## src/design/nls_pkg.sv

```systemverilog
// Shared types and constants for the numeric literal scanner.
// Used by the output queue and by the scanner top level; no dependencies.
package nls_pkg;

    localparam int OUT_DEPTH    = 4;
    localparam int CNT_BITS     = 3;
    localparam int OUT_POS_BITS = 20;

    typedef enum logic [2:0] {
        MODE_NORMAL  = 3'd0,
        MODE_LITERAL = 3'd1,
        MODE_BLOCK   = 3'd2,
        MODE_LINE    = 3'd3,
        MODE_MACRO   = 3'd4
    } mode_t;

    typedef enum logic {
        KIND_INT   = 1'b0,
        KIND_FLOAT = 1'b1
    } kind_t;

    typedef struct packed {
        kind_t                    kind;
        logic [OUT_POS_BITS-1:0]  start_pos;
        logic [OUT_POS_BITS-1:0]  end_pos;
        logic signed [31:0]       int_value;
        logic                     last;
    } beat_t;

endpackage

```

## src/design/nls_out_fifo.sv

```systemverilog
// Result queue of the numeric literal scanner: takes up to two result beats per
// cycle and hands out one per cycle while out_ready is high. Depends on nls_pkg.
module nls_out_fifo
(
    input  logic          clk,
    input  logic          rst_n,
    input  logic          push0,
    input  logic          push1,
    input  nls_pkg::beat_t d0,
    input  nls_pkg::beat_t d1,
    output logic          room,
    output logic          out_valid,
    input  logic          out_ready,
    output nls_pkg::beat_t out_beat
);

    nls_pkg::beat_t                   mem_reg  [nls_pkg::OUT_DEPTH];
    nls_pkg::beat_t                   mem_next [nls_pkg::OUT_DEPTH];
    logic [nls_pkg::CNT_BITS-1:0]     cnt_reg;
    logic [nls_pkg::CNT_BITS-1:0]     cnt_next;
    logic [nls_pkg::CNT_BITS-1:0]     base;
    logic                             pop;

    assign out_valid = (cnt_reg != '0);
    assign out_beat  = mem_reg[0];
    assign pop       = out_valid && out_ready;
    assign room      = (cnt_reg <= nls_pkg::CNT_BITS'(nls_pkg::OUT_DEPTH - 2));

    always_comb
    begin
        base = cnt_reg - nls_pkg::CNT_BITS'(pop);
        for (int k = 0; k < nls_pkg::OUT_DEPTH; k++)
        begin
            mem_next[k] = pop ? mem_reg[(k + 1) % nls_pkg::OUT_DEPTH] : mem_reg[k];
            if (push0 && (base == nls_pkg::CNT_BITS'(k)))
            begin
                mem_next[k] = d0;
            end
            if (push1 && ((base + nls_pkg::CNT_BITS'(1)) == nls_pkg::CNT_BITS'(k)))
            begin
                mem_next[k] = d1;
            end
        end
        cnt_next = base + nls_pkg::CNT_BITS'(push0) + nls_pkg::CNT_BITS'(push1);
    end

    always_ff @(posedge clk or negedge rst_n)
    begin
        if (!rst_n)
        begin
            cnt_reg <= '0;
        end
        else
        begin
            cnt_reg <= cnt_next;
        end
    end

    always_ff @(posedge clk)
    begin
        mem_reg <= mem_next;
    end

    a_cnt_bound: assert property (@(posedge clk) disable iff (!rst_n)
        cnt_reg <= nls_pkg::CNT_BITS'(nls_pkg::OUT_DEPTH))
        else $error("result queue holds more beats than its depth");

    a_push_order: assert property (@(posedge clk) disable iff (!rst_n)
        push1 |-> push0)
        else $error("second result pushed without a first");

    a_push_room: assert property (@(posedge clk) disable iff (!rst_n)
        push0 |-> $past(1'b1) && (cnt_reg <= nls_pkg::CNT_BITS'(nls_pkg::OUT_DEPTH - 2)))
        else $error("result pushed while the queue had no room for two beats");

endmodule

```

## src/design/numeric_literal_scanner_unit.sv

```systemverilog
// Numeric literal scanner: finds integer and float literals in a character stream.
// Each character waits in a lookahead register until the next one or end of text.
// Throughput: one character per cycle while not stalled; one pass of logic per beat.
// Results go through a four-beat queue; input stalls while more than two wait.
// Reset (asynchronous, active low) clears the scan state and empties the queue.
// Depends on nls_pkg and nls_out_fifo.
module numeric_literal_scanner_unit
#(
    parameter int POS_BITS = 20
)
(
    input  logic        clk,
    input  logic        rst_n,
    input  logic        s_tvalid,
    output logic        s_tready,
    input  logic [7:0]  s_tdata,   // char_code[7:0]
    input  logic        s_tlast,   // end_of_text
    output logic        m_tvalid,
    input  logic        m_tready,
    output logic [71:0] m_tdata,   // start_pos[19:0], end_pos[39:20], int_value[71:40]
    output logic [0:0]  m_tuser,   // literal_kind[0]
    output logic        m_tlast    // last_in_run
);

    localparam logic [7:0] CH_HASH  = 8'h23;
    localparam logic [7:0] CH_SLASH = 8'h2F;
    localparam logic [7:0] CH_STAR  = 8'h2A;
    localparam logic [7:0] CH_NL    = 8'h0A;
    localparam logic [7:0] CH_F     = 8'h66;
    localparam logic [7:0] CH_DOT   = 8'h2E;
    localparam logic [7:0] CH_MINUS = 8'h2D;
    localparam logic [7:0] CH_0     = 8'h30;
    localparam logic [7:0] CH_9     = 8'h39;

    localparam int FORM_DOT   = 0;
    localparam int FORM_LASTF = 1;
    localparam int FORM_BAD   = 2;

    typedef struct packed {
        nls_pkg::mode_t      mode;
        logic                skip_next;
        logic [7:0]          before_char;
        logic [POS_BITS-1:0] literal_start;
        logic                float_seen;
        logic [31:0]         accumulator;
        logic                overflowed;
        logic                negative;
        logic [3:0]          float_form;
    } st_t;

    typedef struct packed {
        st_t            st;
        logic           hit;
        nls_pkg::beat_t res;
    } scan_t;

    function automatic logic is_digit(logic [7:0] c);
        return (c >= CH_0) && (c <= CH_9);
    endfunction

    function automatic logic is_letter(logic [7:0] c);
        return ((c >= 8'h41) && (c <= 8'h5A)) || ((c >= 8'h61) && (c <= 8'h7A)) ||
               (c == 8'hAA) || (c == 8'hB5) || (c == 8'hBA) ||
               ((c >= 8'hC0) && (c != 8'hD7) && (c != 8'hF7));
    endfunction

    function automatic logic [nls_pkg::OUT_POS_BITS-1:0] out_pos(logic [POS_BITS-1:0] p);
        logic [POS_BITS+nls_pkg::OUT_POS_BITS-1:0] wide;
        wide = {{nls_pkg::OUT_POS_BITS{1'b0}}, p};
        return wide[nls_pkg::OUT_POS_BITS-1:0];
    endfunction

    function automatic scan_t close_lit(st_t s, logic [POS_BITS-1:0] e);
        scan_t o;
        o = '0;
        o.st = s;
        o.st.mode = nls_pkg::MODE_NORMAL;
        o.res.start_pos = out_pos(s.literal_start);
        o.res.end_pos = out_pos(e);
        if (s.float_seen)
        begin
            o.res.kind = nls_pkg::KIND_FLOAT;
            o.hit = !s.float_form[FORM_BAD];
        end
        else
        begin
            o.res.kind = nls_pkg::KIND_INT;
            if (s.negative)
            begin
                o.hit = !s.overflowed && (s.accumulator <= 32'h8000_0000);
                o.res.int_value = -s.accumulator;
            end
            else
            begin
                o.hit = !s.overflowed && (s.accumulator <= 32'h7FFF_FFFF);
                o.res.int_value = s.accumulator;
            end
        end
        return o;
    endfunction

    function automatic st_t start_lit(st_t s, logic [7:0] p, logic [POS_BITS-1:0] i);
        st_t o;
        o = s;
        o.mode = nls_pkg::MODE_LITERAL;
        o.literal_start = i;
        o.float_seen = 1'b0;
        o.accumulator = '0;
        o.overflowed = 1'b0;
        o.negative = (p == CH_MINUS);
        o.float_form = '0;
        return o;
    endfunction

    function automatic st_t feed(st_t s, logic [7:0] p);
        st_t         o;
        logic [7:0]  dig;
        logic [35:0] m;
        o = s;
        dig = p - CH_0;
        m = {4'b0, s.accumulator} * 36'd10 + {32'b0, dig[3:0]};
        if (p != CH_MINUS)
        begin
            if (o.float_form[FORM_LASTF])
            begin
                o.float_form[FORM_BAD] = 1'b1;
            end
            if (is_digit(p))
            begin
                o.float_form[FORM_LASTF] = 1'b0;
                if (!o.overflowed)
                begin
                    if (m > 36'h0_8000_0000)
                    begin
                        o.overflowed = 1'b1;
                    end
                    else
                    begin
                        o.accumulator = m[31:0];
                    end
                end
            end
            else if (p == CH_DOT)
            begin
                o.float_form[FORM_LASTF] = 1'b0;
                if (o.float_form[FORM_DOT])
                begin
                    o.float_form[FORM_BAD] = 1'b1;
                end
                o.float_form[FORM_DOT] = 1'b1;
            end
            else if (p == CH_F)
            begin
                o.float_form[FORM_LASTF] = 1'b1;
            end
        end
        return o;
    endfunction

    function automatic scan_t scan(st_t s, logic [7:0] p, logic [POS_BITS-1:0] i,
                                   logic [7:0] nx, logic nvalid);
        scan_t o;
        scan_t cl;
        o = '0;
        o.st = s;
        if (s.skip_next)
        begin
            o.st.skip_next = 1'b0;
        end
        else if (s.mode == nls_pkg::MODE_BLOCK)
        begin
            if ((p == CH_STAR) && nvalid && (nx == CH_SLASH))
            begin
                o.st.mode = nls_pkg::MODE_NORMAL;
                o.st.skip_next = 1'b1;
            end
        end
        else if ((s.mode == nls_pkg::MODE_LINE) || (s.mode == nls_pkg::MODE_MACRO))
        begin
            if (p == CH_NL)
            begin
                o.st.mode = nls_pkg::MODE_NORMAL;
            end
        end
        else
        begin
            if (s.mode == nls_pkg::MODE_LITERAL)
            begin
                if ((p == CH_F) || (p == CH_DOT))
                begin
                    o.st.float_seen = 1'b1;
                end
                else if (!is_digit(p))
                begin
                    cl = close_lit(o.st, i - POS_BITS'(1));
                    o.st = cl.st;
                    o.hit = cl.hit;
                    o.res = cl.res;
                end
            end
            else
            begin
                o.st.mode = nls_pkg::MODE_NORMAL;
            end
            if (p == CH_HASH)
            begin
                o.st.mode = nls_pkg::MODE_MACRO;
            end
            else if (p == CH_SLASH)
            begin
                if (nvalid && (nx == CH_SLASH))
                begin
                    o.st.mode = nls_pkg::MODE_LINE;
                    o.st.skip_next = 1'b1;
                end
                else if (nvalid && (nx == CH_STAR))
                begin
                    o.st.mode = nls_pkg::MODE_BLOCK;
                    o.st.skip_next = 1'b1;
                end
            end
            else if (is_digit(p) && (o.st.mode != nls_pkg::MODE_LITERAL))
            begin
                if (!is_letter(s.before_char))
                begin
                    o.st = start_lit(o.st, p, i);
                end
            end
            else if ((p == CH_MINUS) && (o.st.mode != nls_pkg::MODE_LITERAL) && nvalid &&
                     is_digit(nx))
            begin
                if (!is_letter(s.before_char))
                begin
                    o.st = start_lit(o.st, p, i);
                end
            end
            if (o.st.mode == nls_pkg::MODE_LITERAL)
            begin
                o.st = feed(o.st, p);
            end
        end
        o.st.before_char = p;
        return o;
    endfunction

    st_t                 st_reg;
    st_t                 st_next;
    logic [7:0]          held_char_reg;
    logic [7:0]          held_char_next;
    logic                held_valid_reg;
    logic                held_valid_next;
    logic [POS_BITS-1:0] pos_reg;
    logic [POS_BITS-1:0] pos_next;

    st_t                 st_a;
    logic [POS_BITS-1:0] pos_a;
    scan_t               r1;
    scan_t               r2;
    scan_t               r3;
    logic                flush_hit;
    logic [1:0]          res_cnt;
    nls_pkg::beat_t      res0;
    nls_pkg::beat_t      res1;
    logic                accept;
    logic                room;
    nls_pkg::beat_t      out_beat;

    assign accept = s_tvalid && s_tready;
    assign s_tready = room;

    always_comb
    begin
        r1 = '0;
        st_a = st_reg;
        pos_a = pos_reg;
        if (held_valid_reg)
        begin
            r1 = scan(st_reg, held_char_reg, pos_reg, s_tdata, 1'b1);
            st_a = r1.st;
            pos_a = pos_reg + POS_BITS'(1);
        end
        r2 = scan(st_a, s_tdata, pos_a, 8'h00, 1'b0);
        r3 = close_lit(r2.st, pos_a);
        flush_hit = (r2.st.mode == nls_pkg::MODE_LITERAL) && r3.hit;

        res0 = '0;
        res1 = '0;
        res_cnt = 2'd0;
        if (r1.hit)
        begin
            res0 = r1.res;
            res_cnt = 2'd1;
        end
        if (s_tlast && r2.hit && (res_cnt != 2'd2))
        begin
            if (res_cnt == 2'd0)
            begin
                res0 = r2.res;
            end
            else
            begin
                res1 = r2.res;
            end
            res_cnt = res_cnt + 2'd1;
        end
        if (s_tlast && flush_hit && (res_cnt != 2'd2))
        begin
            if (res_cnt == 2'd0)
            begin
                res0 = r3.res;
            end
            else
            begin
                res1 = r3.res;
            end
            res_cnt = res_cnt + 2'd1;
        end
        res0.last = (res_cnt == 2'd1);
        res1.last = 1'b1;

        st_next = st_reg;
        held_char_next = held_char_reg;
        held_valid_next = held_valid_reg;
        pos_next = pos_reg;
        if (accept)
        begin
            if (s_tlast)
            begin
                st_next = '0;
                held_char_next = '0;
                held_valid_next = 1'b0;
                pos_next = '0;
            end
            else
            begin
                st_next = st_a;
                held_char_next = s_tdata;
                held_valid_next = 1'b1;
                pos_next = pos_a;
            end
        end
    end

    always_ff @(posedge clk or negedge rst_n)
    begin
        if (!rst_n)
        begin
            st_reg <= '0;
            held_char_reg <= '0;
            held_valid_reg <= 1'b0;
            pos_reg <= '0;
        end
        else
        begin
            st_reg <= st_next;
            held_char_reg <= held_char_next;
            held_valid_reg <= held_valid_next;
            pos_reg <= pos_next;
        end
    end

    nls_out_fifo u_out_fifo
    (
        .clk       (clk),
        .rst_n     (rst_n),
        .push0     (accept && (res_cnt != 2'd0)),
        .push1     (accept && (res_cnt == 2'd2)),
        .d0        (res0),
        .d1        (res1),
        .room      (room),
        .out_valid (m_tvalid),
        .out_ready (m_tready),
        .out_beat  (out_beat)
    );

    assign m_tdata = {out_beat.int_value, out_beat.end_pos, out_beat.start_pos};
    assign m_tuser = out_beat.kind;
    assign m_tlast = out_beat.last;

    a_eot_clears: assert property (@(posedge clk) disable iff (!rst_n)
        (accept && s_tlast) |=> !held_valid_reg && (pos_reg == '0) &&
                                (st_reg.mode == nls_pkg::MODE_NORMAL))
        else $error("scan state not cleared after the final character");

    a_hold_char: assert property (@(posedge clk) disable iff (!rst_n)
        (accept && !s_tlast) |=> held_valid_reg && (held_char_reg == $past(s_tdata)))
        else $error("accepted character not held for lookahead");

    a_pos_step: assert property (@(posedge clk) disable iff (!rst_n)
        (accept && !s_tlast && held_valid_reg) |=>
            (pos_reg == $past(pos_reg) + POS_BITS'(1)))
        else $error("position did not advance by one");

    a_two_only_at_eot: assert property (@(posedge clk) disable iff (!rst_n)
        (accept && (res_cnt == 2'd2)) |-> s_tlast)
        else $error("two results from a character that is not the final one");

endmodule

```

## config.mk

```make
export PLATFORM = sky130hd
export DESIGN_NAME = numeric_literal_scanner_unit
export DESIGN_NICKNAME = d
export VERILOG_FILES = /design/src/design/nls_pkg.sv /design/src/design/nls_out_fifo.sv /design/src/design/numeric_literal_scanner_unit.sv
export SDC_FILE = /design/constraint.sdc
export NUM_CORES = 2
export LEC_CHECK = 0
export ABC_AREA = 0
export BUFFER_PORTS_ARGS = -buffer_cell sky130_fd_sc_hd__buf_2
export CORE_ASPECT_RATIO = 1.2
export CORE_UTILIZATION = 55
export DETAILED_ROUTE_END_ITERATION = 8
export PLACE_DENSITY = 0.71
export SYNTH_ARGS = -nofsm -noshare
export SYNTH_HDL_FRONTEND = slang
export SYNTH_HIERARCHICAL = 1
export SYNTH_SLANG_ARGS = --single-unit
```

## constraint.sdc

```tcl
create_clock -name clk -period 43.6 [get_ports clk]
set_clock_uncertainty 0.05 [all_clocks]
set_input_delay 10.9 -clock clk [delete_from_list [all_inputs] [get_ports clk]]
set_output_delay 10.9 -clock clk [all_outputs]
set_load 0.02 [all_outputs]
```

After elaboration in Yosys (flattened, before gate mapping)
Cells that the tools add are included. W data, S select, Z words.

Register bits after elaboration: 399.

Add/subtract/negate cells: 16. Multipliers: 2. Order comparisons: 23. Eq/ne operators: 49. Mux-type cells: 167. Reductions and logical operators: 72.

Operators with widths (number): $mux W146 (14); $mux W74 (21); $mux W143 (8); $mux W71 (12); $mux W68 (9); $mux W32 (15); $mux W134 (3); $mux W113 (2); $mux W33 (6); $le A32 B31 Y1 const B (3); $le A32 B32 Y1 const B (3); $neg A32 Y32 (3); $eq A8 B6 Y1 const B (10); $mux W3 (26); $mux W38 (2); $mux W75 (1); $add A36 B4 Y36 (2); $gt A36 B32 Y1 const B (2); $mul A32 B3 Y35 const B (2); $mux W67 (1); $eq A8 B8 Y1 const B (6); $mux W20 (2); $sub A20 B1 Y20 const B (2); $logic_and A1 B1 Y1 (38); 33 further kinds (136).

Depth between registers and ports, before layout
Word-level depth: 100. Mapped depth: 62.

Hierarchy
The synthesis kept the hierarchy.

By module, submodules not included: numeric_literal_scanner_unit (times used 1, cells an instance 2914, area an instance 20061.7 µm²); nls_out_fifo (times used 1, cells an instance 1772, area an instance 17240.3 µm²).

Least setup slack after synthesis
Ideal clock, no wire load.

Path type: input to register. From: in s_tdata[2]. To: reg u_out_fifo/mem_reg[0] (netlist name), enable pin. Data arrival time: 24.552 ns. Data required time: 42.607 ns. Slack: 18.055 ns. Stages: 55. Path buffers: 12. Cells stage by stage: o21ai_0 nand4b_1 o21ai_1 o211ai_1 clkbuf_1 and2_1 ha_1 ha_1 fa_1 a211oi_2 o21a_1 xnor2_1 nand4_1 nor3_2 nand3_1 xnor2_1 or4_1 a211oi_2 [19 not listed] nand2b_1 o31a_1 nor4_1 nand4_1 o211ai_1 and4_1 nand2_1 o22ai_2 and4bb_1 buf_2 a41oi_2 mux2i_1 a21oi_1 buf_2 nand2_1 buf_4 buf_4 nand3_1.

Word-level cells in the longest chain between the ends: 65.

Ends and longest elaborated chain: start: declaration (line numeric_literal_scanner_unit.sv:16) `input logic [7:0] s_tdata,`; $ge A8 B6 Y1 or $le A8 B6 Y1 (tied branches) (line numeric_literal_scanner_unit.sv:58) `return (c >= CH_0) && (c <= CH_9);`; $logic_and A1 B1 Y1 (line numeric_literal_scanner_unit.sv:58); $logic_and A1 B1 Y1 (line numeric_literal_scanner_unit.sv:229) `else if ((p == CH_MINUS) && (o.st.mode != nls_pkg::MODE_LITERAL) && nvalid &&`; $mux W71 (line numeric_literal_scanner_unit.sv:229); $mux W71 (line numeric_literal_scanner_unit.sv:222) `else if (is_digit(p) && (o.st.mode != nls_pkg::MODE_LITERAL))`; $mux W67 (line numeric_literal_scanner_unit.sv:209) `else if (p == CH_SLASH)`; $mux W68 (line numeric_literal_scanner_unit.sv:205) `if (p == CH_HASH)`; $mux W68 (line numeric_literal_scanner_unit.sv:178) `else if ((s.mode == nls_pkg::MODE_LINE) || (s.mode == nls_pkg::MODE_MACRO))`; [48 not listed]; $mux W2 (line numeric_literal_scanner_unit.sv:80) `if (s.float_seen)`; $logic_and A1 B1 Y1 (line numeric_literal_scanner_unit.sv:284) `flush_hit = (r2.st.mode == nls_pkg::MODE_LITERAL) && r3.hit;`; $logic_and A1 B1 Y1 (2 in series) (line numeric_literal_scanner_unit.sv:306) `if (s_tlast && flush_hit && (res_cnt != 2'd2))`; $mux W2 * (line numeric_literal_scanner_unit.sv:306); $reduce_bool A2 Y1 (line numeric_literal_scanner_unit.sv:366) `.push0 (accept && (res_cnt != 2'd0)),`; $logic_and A1 B1 Y1 (line numeric_literal_scanner_unit.sv:366); $logic_and A1 B1 Y1 (line nls_out_fifo.sv:35) `if (push0 && (base == nls_pkg::CNT_BITS'(k)))`; $reduce_bool A2 Y1 (no line); end signal: assignment (line nls_out_fifo.sv:61) `mem_reg <= mem_next;`; end: declaration (line nls_out_fifo.sv:17) `nls_pkg::beat_t mem_reg [nls_pkg::OUT_DEPTH];`.

Every way passes the cells marked *; elsewhere a longest branch is shown, timed or not. The select of a mux whose other input is x is not followed. A chain may end at the register's enable or synchronous reset.

Worst setup path after layout
From: in s_tdata[2]. To: reg u_out_fifo/mem_reg[44] (netlist name), enable pin.

Word-level cells in the longest chain between the ends: 65.

Ends and longest elaborated chain (line): $ge A8 B6 Y1 or $le A8 B6 Y1 (tied branches) (numeric_literal_scanner_unit.sv:58); $logic_and A1 B1 Y1 (numeric_literal_scanner_unit.sv:58); $logic_and A1 B1 Y1 (numeric_literal_scanner_unit.sv:229); $mux W71 (numeric_literal_scanner_unit.sv:229); $mux W71 (numeric_literal_scanner_unit.sv:222); $mux W67 (numeric_literal_scanner_unit.sv:209); $mux W68 (numeric_literal_scanner_unit.sv:205); $mux W68 (numeric_literal_scanner_unit.sv:178); [48 not listed]; $mux W2 (numeric_literal_scanner_unit.sv:80); $logic_and A1 B1 Y1 (numeric_literal_scanner_unit.sv:284); $logic_and A1 B1 Y1 (2 in series) (numeric_literal_scanner_unit.sv:306); $mux W2 * (numeric_literal_scanner_unit.sv:306); $eq A2 B2 Y1 or $reduce_bool A2 Y1 (tied branches) (numeric_literal_scanner_unit.sv:367, numeric_literal_scanner_unit.sv:366); $logic_and A1 B1 Y1, on equally long branches (numeric_literal_scanner_unit.sv:367, numeric_literal_scanner_unit.sv:366); $logic_and A1 B1 Y1, on equally long branches (nls_out_fifo.sv:39, nls_out_fifo.sv:35); $reduce_bool A3 Y1 (no line) *.

Marks and branches as above.

==> metrics <==
CTS Hold Bufs 0; minimum clock period 28010 ps; TNS Setup 0 ps; relative slew slack 4.236%; first-pass GRT wire length 211.8 mm; PwrDens 37.56 nW/µm²; CP arrival 28160 ps; Avg Inst Size Synth 7.960 µm²; detailed placement HPWL 93.67 mm; CP Launch Type input port; Yosys cell types 120; RSZ-0062 raised after global routing false; status finished, final reports clean; share of layout cells above drive strength 1 8.236%; placed inst area 37240 µm²; antenna violations before repair 5; die area 68870 µm²; CP Max Fanout 175; number of flip-flops in the largest register 222; Area Growth Syn to Fin 3.381%; Setup crit end kind flop; switching portion of total power 41.36%; remaining global-route overflow 0; final hold vios 0; final hold slack 460.4 ps; # fillers 6236; Avg WL per Cell 25.83 µm; pin count of the biggest net entering global routing 176; CTS buffer count 42; Vias/cell 6.893; Routability Congestion 1.062; H-tree Lvls 2; Setup CP Type in2reg; worst hold path type reg2reg; die width 239.7 µm; Final Cell Area 38560 µm²; vias post-DR 37020; CTS Sinks 398; area of the core 67010 µm²; Die Y 287.3 µm; combinational share of power 36.2%; Clock power frac 24.8%; I/O pin count 89; Worst-path clk slew 60 ps; postcts setup bufs 0; Setup WS pre-CTS 15300 ps; Resized cells post-CTS 0; total track usage 39.69%; Synth warnings 6; Final period util 64.24%; Sequential Power Share 39.0%; register area share after synthesis 30.67%; nets 4585; Power Total 0.001448 W; most common flop cell mapped by yosys edfxtp_1; Max Cap Viol 0; standard-cell row count 104; vias in the first global route 34400; Syn Std Cell Area 37300 µm²; slowest CP cell nor4_4; Post-synth ARST share 25.63%; max-slew violations 0; 1st-pass router iterations 6; Iter 0 DRT Violations 4478; total routed wirelength 138.7 mm; Leak 15.28 nW; Setup-failing EPs final 0; clk root buf clkbuf_16; Worst path max stage delay 890 ps; Post-Synthesis Cells 4686; CTS tree yes; P_sw 0.0005991 W; maximum VDD drop 66.64 µV; number of remaining DRC errors 0; initial core utilization 55.66%; Max clock buf depth 3; internal power 0.0008493 W; EDFF count, synth 296; worst setup margin 15590 ps; fmax 35.70 MHz; PortBufs 88; worst skew pair latency 580 ps; Synth Register Bits 398; Final ANT Viol Nets 0; Worst-Margin Slew 1421 ps; CP required 43750 ps
## critical path: cells and delay by family
family	cells	cell delay, ps
and+or+nand+nor	19	6540
AOI/OAI and AO/OA	18	5620
buffers and inverters	6	2560
adders and majority gates	5	1770
xor gates and xnor gates	1	420
muxes	1	230
## final cells by class
cell class | count | area [µm²] | area share [%]
multi-input combinational | 3782 | 23470 | 60.86
sequential | 398 | 11440 | 29.67
clock buffer | 60 | 1149 | 2.978
tap | 901 | 1127 | 2.923
timing repair buffer | 165 | 1033 | 2.680
inverter | 47 | 176.4 | 0.4575
clock inverter | 16 | 162.7 | 0.4218
antenna | 1 | 2.502 | 0.006489
## layout by cell type (no fill, tap or decap), drive strengths merged, types with 27 or more instances in the layout
master	instances
and2	71
nor2	406
xor2	104
inv	48
clkbuf	60
nor2b	39
mux2i	109
nand3	233
o211ai	275
dfrtp	102
nand2	764
nor3	103
o21ai	246
and3	128
buf	165
ha	131
edfxtp	296
a22oi	27
xnor2	123
nand4	194
a21o	31
o22ai	38
o31ai	32
a21oi	243
o21a	39
nor4	37
## logic make-up after synthesis
group                    synth area share, %
multiplexers                           3.408
other                                0.01005
XOR/XNOR                               5.390
buffers and inverters                  6.796
AO/OA/AOI/OAI                          20.68
AND/OR/NAND/NOR                        28.38
adder cells (fa/ha/maj)                4.662
flip-flops                             30.67
## Yosys cell counts, types with 122 or more instances
master	instances	area share (%)
nand2_1	764	7.7
nor2_1	402	4.0
edfxtp_1	296	24
o211ai_1	263	5.3
a21oi_1	242	3.2
nand3_1	232	3.1
o21ai_0	231	3.1
clkbuf_1	220	2.2
nand4_1	192	3.2
ha_1	131	4.4
and3_1	126	2.1
xnor2_1	122	2.9
## per-layer routing
layer	vias to the layer above	track usage [%]	wire length, µm
li1	16710	-	-
met1	17470	49.46	51990
met2	2353	61.09	61560
met3	478	8.701	14700
met4	6	27.48	10430
met5	-	0	40
## power by group through the flow
stage | Clock, W | Sequential (W) | Combinational (W)
6_report | 0.000360 | 0.000565 | 0.000524
5_1_grt | 0.000375 | 0.000571 | 0.000557
4_1_cts | 0.000362 | 0.000563 | 0.000505
3_5_place_dp | 0 | 0.000570 | 0.000502
3_3_place_gp | 0 | 0.000568 | 0.000497
2_1_floorplan | 0 | 0.000547 | 0.000385
## final timing paths
| path | depth (start not counted) | slack [ps] | from | endpoint |
|---|---|---|---|---|
| min in group asynchronous | 1 | 10340 | rst_n | st_reg[65] |
| worst min register to register | 2 | 460 | st_reg[2] | st_reg[2] |
| worst min-delay path | 2 | 460 | st_reg[2] | st_reg[2] |
| worst max-delay path | 50 | 15590 | s_tdata[2] | u_out_fifo/mem_reg[44] |
| worst max register to register | 49 | 24870 | held_char_reg[7] | u_out_fifo/mem_reg[44] |
| max in group asynchronous | 2 | 31970 | rst_n | st_reg[56] |
## through the flow
stage                     utilization [%]  std cells
after CTS                           57.53       5369
after global placement              55.58       5293
final                               57.54       5370
after global routing                57.54       5369
after detailed placement            55.58       5293
after floorplan                         -       4689
Note: power is estimated with default switching activity, not from simulation.
